==> config.mk <==
export PLATFORM = sky130hd
export DESIGN_NAME = pid_hbridge_drive_core
export DESIGN_NICKNAME = d
export VERILOG_FILES = /design/src/sv/pid_hb_pkg.sv /design/src/sv/pid_hb_csr.sv /design/src/sv/pid_hb_err.sv /design/src/sv/pid_hb_mult.sv /design/src/sv/pid_hb_out.sv /design/src/sv/pid_hbridge_drive_core.sv
export SDC_FILE = /design/constraint.sdc
export NUM_CORES = 2
export LEC_CHECK = 0
export BUFFER_PORTS_ARGS = -buffer_cell sky130_fd_sc_hd__clkbuf_2
export CAP_MARGIN = 5
export CORE_MARGIN = 2
export CORE_UTILIZATION = 58
export CTS_BUF_LIST = sky130_fd_sc_hd__clkbuf_2 sky130_fd_sc_hd__clkbuf_4 sky130_fd_sc_hd__clkbuf_8
export DETAILED_ROUTE_END_ITERATION = 8
export GPL_TIMING_DRIVEN = 0
export PLACE_DENSITY_LB_ADDON = 0.08
export SLEW_MARGIN = 20
export SYNTH_ARGS = -nofsm -noshare
export SYNTH_HDL_FRONTEND = slang
export SYNTH_SLANG_ARGS = --single-unit
==> constraint.sdc <==
create_clock -name clock -period 10.4 [get_ports clock]
set_clock_uncertainty 0.1 [all_clocks]
set_input_delay 1.04 -clock clock [delete_from_list [all_inputs] [get_ports clock]]
set_output_delay 1.04 -clock clock [all_outputs]
set_load 0.1 [all_outputs]
==> src/sv/pid_hb_pkg.sv <==
// ----------------------------------------------------------------------------
// pid_hb_pkg
// Shared constants for the PID H-bridge drive: gain register map, gain reset
// values and the internal widths of the product and sum path.
// ----------------------------------------------------------------------------
`default_nettype none

package pid_hb_pkg;

   // Gain registers are unsigned fixed point, fixed width.
   localparam int GAIN_BITS = 24;

   // Register index map on the configuration port.
   localparam int CSR_INDEX_BITS = 2;
   localparam logic [CSR_INDEX_BITS-1:0] REG_KP = 2'd0;
   localparam logic [CSR_INDEX_BITS-1:0] REG_KI = 2'd1;
   localparam logic [CSR_INDEX_BITS-1:0] REG_KD = 2'd2;

   // Reset values: kp = 1.1, ki = 0.00225 * 0.1, kd = 0.15 / 0.1.
   localparam logic [GAIN_BITS-1:0] KP_RESET = 24'd72090;
   localparam logic [GAIN_BITS-1:0] KI_RESET = 24'd15;
   localparam logic [GAIN_BITS-1:0] KD_RESET = 24'd98304;

   // The integral is sign extended to WIDE_INT_BITS and split in two halves
   // of SPLIT_BITS so that each multiplier stays near 24 x 24.
   localparam int WIDE_INT_BITS = 48;
   localparam int SPLIT_BITS    = 24;

   // Width of the summed control term; holds every reachable total exactly.
   localparam int TOT_BITS = 76;

endpackage

`default_nettype wire

==> src/sv/pid_hb_csr.sv <==
// ----------------------------------------------------------------------------
// pid_hb_csr
// Gain register file: three writable gains behind a valid/ready write port.
// ----------------------------------------------------------------------------
`default_nettype none

module pid_hb_csr (
   input  wire logic                                  clock,
   input  wire logic                                  reset,
   input  wire logic                                  csr_valid,
   output logic                                       csr_ready,
   input  wire logic [pid_hb_pkg::CSR_INDEX_BITS-1:0] csr_index,
   input  wire logic [pid_hb_pkg::GAIN_BITS-1:0]      csr_data,
   output logic      [pid_hb_pkg::GAIN_BITS-1:0]      kp_gain,
   output logic      [pid_hb_pkg::GAIN_BITS-1:0]      ki_gain,
   output logic      [pid_hb_pkg::GAIN_BITS-1:0]      kd_gain
);

   logic [pid_hb_pkg::GAIN_BITS-1:0] kp_ff, kp_in;
   logic [pid_hb_pkg::GAIN_BITS-1:0] ki_ff, ki_in;
   logic [pid_hb_pkg::GAIN_BITS-1:0] kd_ff, kd_in;

   assign csr_ready = 1'b1;

   always_comb begin
      kp_in = kp_ff;
      ki_in = ki_ff;
      kd_in = kd_ff;
      if (csr_valid) begin
         unique case (csr_index)
            pid_hb_pkg::REG_KP: kp_in = csr_data;
            pid_hb_pkg::REG_KI: ki_in = csr_data;
            pid_hb_pkg::REG_KD: kd_in = csr_data;
            default: ;  // drop writes to unmapped indexes
         endcase
      end
   end

   always_ff @(posedge clock) begin
      if (reset) begin
         kp_ff <= pid_hb_pkg::KP_RESET;
         ki_ff <= pid_hb_pkg::KI_RESET;
         kd_ff <= pid_hb_pkg::KD_RESET;
      end else begin
         kp_ff <= kp_in;
         ki_ff <= ki_in;
         kd_ff <= kd_in;
      end
   end

   assign kp_gain = kp_ff;
   assign ki_gain = ki_ff;
   assign kd_gain = kd_ff;

endmodule

`default_nettype wire

==> src/sv/pid_hb_err.sv <==
// ----------------------------------------------------------------------------
// pid_hb_err
// Input stage: forms the error, updates the saturating integral and the
// previous error, and registers error, integral and derivative.
// ----------------------------------------------------------------------------
`default_nettype none

module pid_hb_err #(
   parameter int SAMPLE_BITS   = 10,
   parameter int INTEGRAL_BITS = 24
) (
   input  wire logic                            clock,
   input  wire logic                            reset,
   input  wire logic                            req_valid,
   output logic                                 req_stall,
   input  wire logic        [SAMPLE_BITS-1:0]   req_target_sample,
   input  wire logic        [SAMPLE_BITS-1:0]   req_measured_sample,
   output logic                                 out_valid,
   input  wire logic                            out_stall,
   output logic signed      [SAMPLE_BITS:0]     err_out,
   output logic signed      [INTEGRAL_BITS-1:0] isum_out,
   output logic signed      [SAMPLE_BITS+1:0]   deriv_out
);

   localparam int ERR_BITS = SAMPLE_BITS + 1;
   localparam int DER_BITS = SAMPLE_BITS + 2;
   localparam int ACC_BITS =
      ((INTEGRAL_BITS > ERR_BITS) ? INTEGRAL_BITS : ERR_BITS) + 1;
   localparam logic signed [ACC_BITS-1:0] IMAX =
      ACC_BITS'((longint'(1) <<< (INTEGRAL_BITS - 1)) - longint'(1));
   localparam logic signed [ACC_BITS-1:0] IMIN = -IMAX - ACC_BITS'(1);

   logic                             valid_ff, valid_in;
   logic signed [INTEGRAL_BITS-1:0]  error_sum_ff, error_sum_in;
   logic signed [ERR_BITS-1:0]       prev_err_ff, prev_err_in;
   logic signed [ERR_BITS-1:0]       err_ff;
   logic signed [INTEGRAL_BITS-1:0]  isum_ff;
   logic signed [DER_BITS-1:0]       deriv_ff;
   logic signed [ERR_BITS-1:0]       err_now;
   logic signed [ACC_BITS-1:0]       acc;
   logic signed [DER_BITS-1:0]       deriv_now;
   logic                             load;
   logic                             accept;

   assign req_stall = valid_ff && out_stall;
   assign load      = !req_stall;
   assign accept    = req_valid && load;

   assign err_now   = $signed({1'b0, req_target_sample}) -
                      $signed({1'b0, req_measured_sample});
   assign acc       = ACC_BITS'(error_sum_ff) + ACC_BITS'(err_now);
   assign deriv_now = DER_BITS'(err_now) - DER_BITS'(prev_err_ff);

   always_comb begin
      valid_in     = load ? req_valid : valid_ff;
      error_sum_in = error_sum_ff;
      prev_err_in  = prev_err_ff;
      if (accept) begin
         prev_err_in = err_now;
         if (acc > IMAX) begin
            error_sum_in = INTEGRAL_BITS'(IMAX);
         end else if (acc < IMIN) begin
            error_sum_in = INTEGRAL_BITS'(IMIN);
         end else begin
            error_sum_in = INTEGRAL_BITS'(acc);
         end
      end
   end

   always_ff @(posedge clock) begin
      if (reset) begin
         valid_ff     <= 1'b0;
         error_sum_ff <= '0;
         prev_err_ff  <= '0;
      end else begin
         valid_ff     <= valid_in;
         error_sum_ff <= error_sum_in;
         prev_err_ff  <= prev_err_in;
      end
   end

   always_ff @(posedge clock) begin
      if (accept) begin
         err_ff   <= err_now;
         isum_ff  <= error_sum_in;
         deriv_ff <= deriv_now;
      end
   end

   assign out_valid = valid_ff;
   assign err_out   = err_ff;
   assign isum_out  = isum_ff;
   assign deriv_out = deriv_ff;

   a_prev_tracks_err: assert property (@(posedge clock) disable iff (reset)
      accept |=> prev_err_ff == err_ff)
      else $error("previous error does not follow the accepted item");

   a_isum_tracks_state: assert property (@(posedge clock) disable iff (reset)
      accept |=> isum_ff == error_sum_ff)
      else $error("registered integral differs from integral state");

   a_stall_only_full: assert property (@(posedge clock) disable iff (reset)
      req_stall |-> valid_ff)
      else $error("input stalled with an empty stage");

endmodule

`default_nettype wire

==> src/sv/pid_hb_mult.sv <==
// ----------------------------------------------------------------------------
// pid_hb_mult
// Product stage: multiplies error, integral and derivative by their gains.
// The integral product is split into two half-width products.
// ----------------------------------------------------------------------------
`default_nettype none

module pid_hb_mult #(
   parameter int SAMPLE_BITS   = 10,
   parameter int INTEGRAL_BITS = 24
) (
   input  wire logic                                     clock,
   input  wire logic                                     reset,
   input  wire logic                                     in_valid,
   output logic                                          in_stall,
   input  wire logic signed [SAMPLE_BITS:0]              err_in,
   input  wire logic signed [INTEGRAL_BITS-1:0]          isum_in,
   input  wire logic signed [SAMPLE_BITS+1:0]            deriv_in,
   input  wire logic        [pid_hb_pkg::GAIN_BITS-1:0]  kp_gain,
   input  wire logic        [pid_hb_pkg::GAIN_BITS-1:0]  ki_gain,
   input  wire logic        [pid_hb_pkg::GAIN_BITS-1:0]  kd_gain,
   output logic                                          out_valid,
   input  wire logic                                     out_stall,
   output logic signed      [SAMPLE_BITS:0]              err_out,
   output logic signed      [pid_hb_pkg::GAIN_BITS+SAMPLE_BITS+1:0] prop_out,
   output logic signed      [pid_hb_pkg::GAIN_BITS+SAMPLE_BITS+2:0] der_out,
   output logic             [2*pid_hb_pkg::SPLIT_BITS-1:0]          int_lo_out,
   output logic signed      [2*pid_hb_pkg::SPLIT_BITS:0]            int_hi_out
);

   localparam int GB      = pid_hb_pkg::GAIN_BITS;
   localparam int SPB     = pid_hb_pkg::SPLIT_BITS;
   localparam int WIB     = pid_hb_pkg::WIDE_INT_BITS;
   localparam int P_BITS  = GB + SAMPLE_BITS + 2;
   localparam int D_BITS  = GB + SAMPLE_BITS + 3;

   logic                        valid_ff, valid_in;
   logic signed [SAMPLE_BITS:0] err_ff;
   logic signed [P_BITS-1:0]    prop_ff;
   logic signed [D_BITS-1:0]    der_ff;
   logic        [2*SPB-1:0]     int_lo_ff;
   logic signed [2*SPB:0]       int_hi_ff;
   logic signed [WIB-1:0]       isum_wide;
   logic        [SPB-1:0]       isum_lo;
   logic signed [SPB-1:0]       isum_hi;
   logic                        load;

   assign in_stall  = valid_ff && out_stall;
   assign load      = !in_stall;
   assign valid_in  = load ? in_valid : valid_ff;

   assign isum_wide = WIB'(isum_in);
   assign isum_lo   = isum_wide[SPB-1:0];
   assign isum_hi   = isum_wide[WIB-1:SPB];

   always_ff @(posedge clock) begin
      if (reset) begin
         valid_ff <= 1'b0;
      end else begin
         valid_ff <= valid_in;
      end
   end

   always_ff @(posedge clock) begin
      if (load) begin
         err_ff    <= err_in;
         prop_ff   <= $signed({1'b0, kp_gain}) * err_in;
         der_ff    <= $signed({1'b0, kd_gain}) * deriv_in;
         int_lo_ff <= ki_gain * isum_lo;
         int_hi_ff <= $signed({1'b0, ki_gain}) * isum_hi;
      end
   end

   assign out_valid  = valid_ff;
   assign err_out    = err_ff;
   assign prop_out   = prop_ff;
   assign der_out    = der_ff;
   assign int_lo_out = int_lo_ff;
   assign int_hi_out = int_hi_ff;

endmodule

`default_nettype wire

==> src/sv/pid_hb_out.sv <==
// ----------------------------------------------------------------------------
// pid_hb_out
// Sum and drive stages: adds the gain products, then truncates toward zero,
// clamps to the duty limit and splits the result into bridge duties.
// ----------------------------------------------------------------------------
`default_nettype none

module pid_hb_out #(
   parameter int SAMPLE_BITS    = 10,
   parameter int DUTY_MAX       = 255,
   parameter int GAIN_FRAC_BITS = 16,
   parameter int DUTY_BITS      = 8
) (
   input  wire logic                                  clock,
   input  wire logic                                  reset,
   input  wire logic                                  in_valid,
   output logic                                       in_stall,
   input  wire logic signed [SAMPLE_BITS:0]           err_in,
   input  wire logic signed [pid_hb_pkg::GAIN_BITS+SAMPLE_BITS+1:0] prop_in,
   input  wire logic signed [pid_hb_pkg::GAIN_BITS+SAMPLE_BITS+2:0] der_in,
   input  wire logic        [2*pid_hb_pkg::SPLIT_BITS-1:0]          int_lo_in,
   input  wire logic signed [2*pid_hb_pkg::SPLIT_BITS:0]            int_hi_in,
   output logic                                       rsp_valid,
   input  wire logic                                  rsp_stall,
   output logic             [DUTY_BITS-1:0]           rsp_drive_left,
   output logic             [DUTY_BITS-1:0]           rsp_drive_right,
   output logic signed      [DUTY_BITS:0]             rsp_control_value,
   output logic signed      [SAMPLE_BITS:0]           rsp_error_value
);

   localparam int TB  = pid_hb_pkg::TOT_BITS;
   localparam int SPB = pid_hb_pkg::SPLIT_BITS;
   localparam int CB  = DUTY_BITS + 1;

   logic                        sum_valid_ff, sum_valid_in;
   logic signed [TB-1:0]        total_ff;
   logic signed [SAMPLE_BITS:0] sum_err_ff;
   logic                        sum_stall;
   logic                        sum_load;

   logic                        out_valid_ff, out_valid_in;
   logic        [DUTY_BITS-1:0] left_ff;
   logic        [DUTY_BITS-1:0] right_ff;
   logic signed [CB-1:0]        ctl_ff;
   logic signed [SAMPLE_BITS:0] out_err_ff;
   logic                        out_load;

   logic                        neg;
   logic        [TB-1:0]        mag;
   logic        [TB-1:0]        mag_int;
   logic        [DUTY_BITS-1:0] duty;
   logic signed [CB-1:0]        ctl_now;

   // Sum stage.
   assign out_load     = !(out_valid_ff && rsp_stall);
   assign sum_stall    = sum_valid_ff && !out_load;
   assign sum_load     = !sum_stall;
   assign in_stall     = sum_stall;
   assign sum_valid_in = sum_load ? in_valid : sum_valid_ff;

   always_ff @(posedge clock) begin
      if (sum_load) begin
         total_ff   <= TB'(prop_in) + TB'(der_in) + TB'(int_lo_in) +
                       (TB'(int_hi_in) <<< SPB);
         sum_err_ff <= err_in;
      end
   end

   // Drive stage: truncate the magnitude, then restore the sign.
   assign neg     = total_ff[TB-1];
   assign mag     = neg ? (TB'(0) - total_ff) : total_ff;
   assign mag_int = mag >> GAIN_FRAC_BITS;
   assign duty    = (mag_int > TB'(DUTY_MAX)) ? DUTY_BITS'(DUTY_MAX)
                                              : mag_int[DUTY_BITS-1:0];
   assign ctl_now = neg ? (CB'(0) - CB'(duty)) : CB'(duty);

   assign out_valid_in = out_load ? sum_valid_ff : out_valid_ff;

   always_ff @(posedge clock) begin
      if (out_load) begin
         left_ff    <= neg ? '0 : duty;
         right_ff   <= neg ? duty : '0;
         ctl_ff     <= ctl_now;
         out_err_ff <= sum_err_ff;
      end
   end

   always_ff @(posedge clock) begin
      if (reset) begin
         sum_valid_ff <= 1'b0;
         out_valid_ff <= 1'b0;
      end else begin
         sum_valid_ff <= sum_valid_in;
         out_valid_ff <= out_valid_in;
      end
   end

   assign rsp_valid         = out_valid_ff;
   assign rsp_drive_left    = left_ff;
   assign rsp_drive_right   = right_ff;
   assign rsp_control_value = ctl_ff;
   assign rsp_error_value   = out_err_ff;

   a_one_side_driven: assert property (@(posedge clock) disable iff (reset)
      rsp_valid |-> (rsp_drive_left == '0 || rsp_drive_right == '0))
      else $error("both bridge sides driven at once");

   a_left_matches_ctl: assert property (@(posedge clock) disable iff (reset)
      rsp_valid && !rsp_control_value[CB-1] |->
         rsp_drive_left == rsp_control_value[DUTY_BITS-1:0])
      else $error("left duty differs from positive control");

   a_sum_moves_on: assert property (@(posedge clock) disable iff (reset)
      sum_valid_ff && !sum_stall |=> out_valid_ff)
      else $error("summed item lost before the drive stage");

endmodule

`default_nettype wire

==> src/sv/pid_hbridge_drive_core.sv <==
// ----------------------------------------------------------------------------
// pid_hbridge_drive_core
// Discrete PID controller driving an H-bridge.
//
// req_ channel: one item per control tick with a setpoint and a feedback
// sample. rsp_ channel: one result per item with left and right bridge
// duties, the clamped signed control value and the error. Both channels
// use valid/stall; an item moves when valid is high and stall is low.
// csr_ channel: valid/ready write of the gains (index 0 kp, 1 ki, 2 kd);
// ready is always high. Write gains only while no item is in flight.
// Pipeline: four register stages (error/integral, gain products, sum, drive).
// Throughput: one item per cycle while no stall holds the stages; the
// integral update closes in the first stage, so back-to-back items see
// each other's state.
// Reset clears the integral, the previous error and all stage valids, and
// loads the default gains. While rsp_stall is high the result holds; the
// stages behind it keep filling and req_stall rises once they are full.
// ----------------------------------------------------------------------------
`default_nettype none

module pid_hbridge_drive_core #(
   parameter int SAMPLE_BITS    = 10,
   parameter int DUTY_MAX       = 255,
   parameter int INTEGRAL_BITS  = 24,
   parameter int GAIN_FRAC_BITS = 16,
   localparam int DUTY_BITS     = $clog2(DUTY_MAX + 1)
) (
   input  wire logic                                  clock,
   input  wire logic                                  reset,
   input  wire logic                                  req_valid,
   output logic                                       req_stall,
   input  wire logic        [SAMPLE_BITS-1:0]         req_target_sample,
   input  wire logic        [SAMPLE_BITS-1:0]         req_measured_sample,
   output logic                                       rsp_valid,
   input  wire logic                                  rsp_stall,
   output logic             [DUTY_BITS-1:0]           rsp_drive_left,
   output logic             [DUTY_BITS-1:0]           rsp_drive_right,
   output logic signed      [DUTY_BITS:0]             rsp_control_value,
   output logic signed      [SAMPLE_BITS:0]           rsp_error_value,
   input  wire logic                                  csr_valid,
   output logic                                       csr_ready,
   input  wire logic [pid_hb_pkg::CSR_INDEX_BITS-1:0] csr_index,
   input  wire logic [pid_hb_pkg::GAIN_BITS-1:0]      csr_data
);

   localparam int GB  = pid_hb_pkg::GAIN_BITS;
   localparam int SPB = pid_hb_pkg::SPLIT_BITS;

   logic [GB-1:0]                 kp_gain;
   logic [GB-1:0]                 ki_gain;
   logic [GB-1:0]                 kd_gain;

   logic                          e_valid;
   logic                          e_stall;
   logic signed [SAMPLE_BITS:0]   e_err;
   logic signed [INTEGRAL_BITS-1:0] e_isum;
   logic signed [SAMPLE_BITS+1:0] e_deriv;

   logic                          m_valid;
   logic                          m_stall;
   logic signed [SAMPLE_BITS:0]   m_err;
   logic signed [GB+SAMPLE_BITS+1:0] m_prop;
   logic signed [GB+SAMPLE_BITS+2:0] m_der;
   logic        [2*SPB-1:0]       m_int_lo;
   logic signed [2*SPB:0]         m_int_hi;

   pid_hb_csr u_csr (
      .clock     (clock),
      .reset     (reset),
      .csr_valid (csr_valid),
      .csr_ready (csr_ready),
      .csr_index (csr_index),
      .csr_data  (csr_data),
      .kp_gain   (kp_gain),
      .ki_gain   (ki_gain),
      .kd_gain   (kd_gain)
   );

   pid_hb_err #(
      .SAMPLE_BITS   (SAMPLE_BITS),
      .INTEGRAL_BITS (INTEGRAL_BITS)
   ) u_err (
      .clock               (clock),
      .reset               (reset),
      .req_valid           (req_valid),
      .req_stall           (req_stall),
      .req_target_sample   (req_target_sample),
      .req_measured_sample (req_measured_sample),
      .out_valid           (e_valid),
      .out_stall           (e_stall),
      .err_out             (e_err),
      .isum_out            (e_isum),
      .deriv_out           (e_deriv)
   );

   pid_hb_mult #(
      .SAMPLE_BITS   (SAMPLE_BITS),
      .INTEGRAL_BITS (INTEGRAL_BITS)
   ) u_mult (
      .clock      (clock),
      .reset      (reset),
      .in_valid   (e_valid),
      .in_stall   (e_stall),
      .err_in     (e_err),
      .isum_in    (e_isum),
      .deriv_in   (e_deriv),
      .kp_gain    (kp_gain),
      .ki_gain    (ki_gain),
      .kd_gain    (kd_gain),
      .out_valid  (m_valid),
      .out_stall  (m_stall),
      .err_out    (m_err),
      .prop_out   (m_prop),
      .der_out    (m_der),
      .int_lo_out (m_int_lo),
      .int_hi_out (m_int_hi)
   );

   pid_hb_out #(
      .SAMPLE_BITS    (SAMPLE_BITS),
      .DUTY_MAX       (DUTY_MAX),
      .GAIN_FRAC_BITS (GAIN_FRAC_BITS),
      .DUTY_BITS      (DUTY_BITS)
   ) u_out (
      .clock             (clock),
      .reset             (reset),
      .in_valid          (m_valid),
      .in_stall          (m_stall),
      .err_in            (m_err),
      .prop_in           (m_prop),
      .der_in            (m_der),
      .int_lo_in         (m_int_lo),
      .int_hi_in         (m_int_hi),
      .rsp_valid         (rsp_valid),
      .rsp_stall         (rsp_stall),
      .rsp_drive_left    (rsp_drive_left),
      .rsp_drive_right   (rsp_drive_right),
      .rsp_control_value (rsp_control_value),
      .rsp_error_value   (rsp_error_value)
   );

endmodule

`default_nettype wire

==> metrics.md <==
| Metric | Value |
|---|---|
| Most frequent cell after synthesis | inv_1 |
| Max Slew Vio Count | 0 |
| RSZ-0062 raised after global routing | false |
| Synth top area cells | fa_1 30%, edfxtp_1 16%, ha_1 11% |
| Largest area contributor in the netlist | fa_1 |
| Max cap viols | 0 |
| Post-synth EDFFs | 328 |
| Synth cell count leaders | 1,206 x inv_1, 930 x fa_1, 906 x nand2_1 |
| Core Box Area | 105,000 µm² |
| Routed WL per cell | 22.0 µm |
| Sink Count | 439 |
| Drt drc | 0 |
| Async set-reset flop share out of synthesis | 0% |
| Status | complete, no violations |
| CP required | 10,890 ps |
| Worst-path fanout max | 10 |
| Layout Utilization | 62.2% |
| H-tree levels | 3 |
| I/O pin total | 90 |
| Fmax | 109 MHz |
| CTS max path bufs | 3 |
| CTS resizes | 0 |
| Vias per inst | 5.67 |
| Nets | 8,319 |
| Via count | 46,900 |
| Root buffer cell | clkbuf_8 |
| Synth top area share | 30.5% |
| Share of layout cells above drive strength 1 | 4.13% |
| Fin crit share | 88.5% |
| Placer congestion estimate | 0.976 |
| Total CTS buffers | 79 |
| Iter 0 DRT Violations | 3,685 |
| Most used DFF post-synth | edfxtp_1 |
| Setup Crit Path Kind | reg2reg |
| Post-CTS Setup Bufs | 0 |
| Reg clk slew, reported paths | 70 ps |
| Starting Density | 58.3% |
| Sequential area share after synthesis | 19.8% |
| Antenna viol nets, final | 0 |
| Mapped Cells | 6,633 |
| Final HPWL DP | 148 mm |
| Worst skew pair latency | 730 ps |
| Critical path launch point type | register |
| FF-to-FF Start | u_csr.ki_gain[13]$_SDFFE_PP0P_ |
| # hold bufs at CTS | 0 |
| Hold_ws | 311 ps |
| Total GRT Usage | 34.5% |
| First-pass GRT wire length | 281 mm |
| Pin count of the biggest net entering global routing | 62 |
| Post-Syn Area | 61,100 µm² |
| Layout area overhead | 6.81% |
| Pre-Repair DR Iteration Count | 6 |
| Worst Reg-to-Reg Cells | 26 |
| Die area | 108,000 µm² |
| Die Y | 328 µm |
| Cell Area, Placed | 63,400 µm² |
| Initial antenna violation count | 17 |
| Final min period | 9200 ps |
| Total of warnings raised by yosys | 0 |
| Reg-to-reg slack, setup | 1200 ps |
| Worst r2r dst | u_mult.int_lo_out[45]$_DFFE_PN_ |
| Crit path to | u_mult.int_lo_out[45]$_DFFE_PN_ |
| Rows | 119 |
| Final Hold Fails | 0 |
| Post-Route WL | 182 mm |
| Critical path origin | u_csr.ki_gain[13]$_SDFFE_PP0P_ |
| Unique masters post-synth | 83 |
| Syn_area_per_cell | 9.21 µm² |
| Number of global-route vias before repair | 47,200 |
| Hold Crit Class | reg2reg |
| Worst-margin pin slew | 1190 ps |
| Slew HR | 21.0% |
| Synthesized flop and latch total | 439 |
| Chip width | 328 µm |
| Syn nets | 8,145 |
| Finish-stage setup viols | 0 |
| Crit path DAT | 9690 ps |
| CP endpoint kind | register |
| Port Buffer Count | 87 |
| Final TNS setup | 0 ps |
| CTS tree | built |
| Design Area, Final | 65,200 µm² |
| GRT Residual Overflow | 0 |
[worst min path at each step]
stage                                   from                                 end  slack, ps  cells after the start
2_1_floorplan  u_out.sum_err_ff[0]$_DFFE_PN_  u_out.rsp_error_value[0]$_DFFE_PN_        300                      0
3_3_place_gp   u_out.sum_err_ff[5]$_DFFE_PN_  u_out.rsp_error_value[5]$_DFFE_PN_        300                      0
3_5_place_dp   u_out.sum_err_ff[7]$_DFFE_PN_  u_out.rsp_error_value[7]$_DFFE_PN_        300                      0
4_1_cts        u_out.sum_err_ff[7]$_DFFE_PN_  u_out.rsp_error_value[7]$_DFFE_PN_        320                      0
5_1_grt          u_mult.err_out[6]$_DFFE_PN_       u_out.sum_err_ff[6]$_DFFE_PN_        330                      0
6_report        u_mult.err_out[10]$_DFFE_PN_      u_out.sum_err_ff[10]$_DFFE_PN_        310                      0
[routing by layer]
layer	global-route usage, %	vias to the layer above	routed length, µm
met3	9.20	402	18600
met2	51.1	1994	77800
met1	48.8	23100	78100
met5	0	-	76
li1	-	21400	-
met4	12.9	12	7660
[flip-flops by register name, summed over array words and instances (netlist names)]
register and flops:
u_mult.int_hi_out 26, u_out.rsp_control_value 9, u_err.deriv_out 12, u_mult.int_lo_out 48, u_out.sum_err_ff 11, u_err.prev_err_ff 11
u_mult.der_out 37, u_mult.prop_out 36, u_mult.err_out 11, u_csr.kp_gain 24, u_err.err_out 11, u_out.total_ff 76
u_out.sum_valid_ff 1, u_out.rsp_valid 1, u_out.rsp_drive_right 8, u_csr.kd_gain 24, u_err.out_valid 1, u_err.isum_out 24
u_out.rsp_drive_left 8, u_mult.out_valid 1, u_out.rsp_error_value 11, u_csr.ki_gain 24, u_err.error_sum_ff 24
[cell usage in the layout (no fill, tap or decap), types with 18 or more instances in the layout]
| master | instances |
|---|---|
| clkbuf_2 | 89 |
| clkbuf_8 | 83 |
| edfxtp_1 | 328 |
| a211oi_1 | 22 |
| ha_1 | 531 |
| and3_1 | 30 |
| o41ai_1 | 18 |
| o31ai_1 | 18 |
| nand3_1 | 67 |
| nand2_1 | 904 |
| xnor2_1 | 170 |
| fa_1 | 930 |
| o21ai_0 | 164 |
| or3_1 | 21 |
| a31oi_1 | 35 |
| o21bai_1 | 40 |
| clkbuf_1 | 282 |
| nor4_1 | 29 |
| xor2_1 | 64 |
| nor3_1 | 65 |
| o21a_1 | 42 |
| nor2b_1 | 38 |
| nor2_1 | 247 |
| nand3b_1 | 24 |
| nand2b_1 | 85 |
| nand4_1 | 24 |
| a21oi_1 | 283 |
| a21o_1 | 107 |
| and2_1 | 509 |
| inv_1 | 1205 |
| dfxtp_1 | 111 |
[stage by stage]
stage,setup WS [ps],cells
floorplan,3070,6633
global placement,1230,8111
detailed placement,1370,8117
CTS,1340,8262
global route,950,8262
finish,1200,8269
[logic make-up (layout without fill, tap and decap cells)]
kind of cell	Yosys count	in the layout	synth area share (%)
other cells	1	8	0.00614
compound gates	868	868	9.07
simple gates	2111	2111	16.9
buf+inv	1508	1746	9.31
mux	11	11	0.186
fa+ha+maj	1461	1461	41.4
flops	439	439	19.8
xor+xnor	234	234	3.36
[area by class of cell]
type                    count  area (µm²)
clock inverters            48         553
plain buffers             301        1160
diodes                      7        17.5
clock buffers              97        1250
flip-flops and latches    439       12100
inverters                1207        4530
multi-input cells        4686       43300
fillers                  9184       39600
repair buffers             93         561
well taps                1391        1740
[worst max-delay path, cell delays in order, from the launching register on]
cell	delay (ps)
dfxtp_1	310
clkbuf_1	700
clkbuf_1	760
nand2_1	200
fa_1	570
inv_1	50
fa_1	550
inv_1	90
fa_1	470
fa_1	510
inv_1	50
fa_1	470
fa_1	550
inv_1	50
fa_1	580
inv_1	60
ha_1	380
a21o_1	210
a211oi_1	350
and3_1	200
nand3_1	140
a32oi_1	470
a211oi_1	220
nor2_1	340
a21oi_1	130
or4_1	480
nand3_1	90
Power is left out: the tool's default activity adds up to more than one toggle a clock period on the data nets, which glitch-free logic cannot reach.
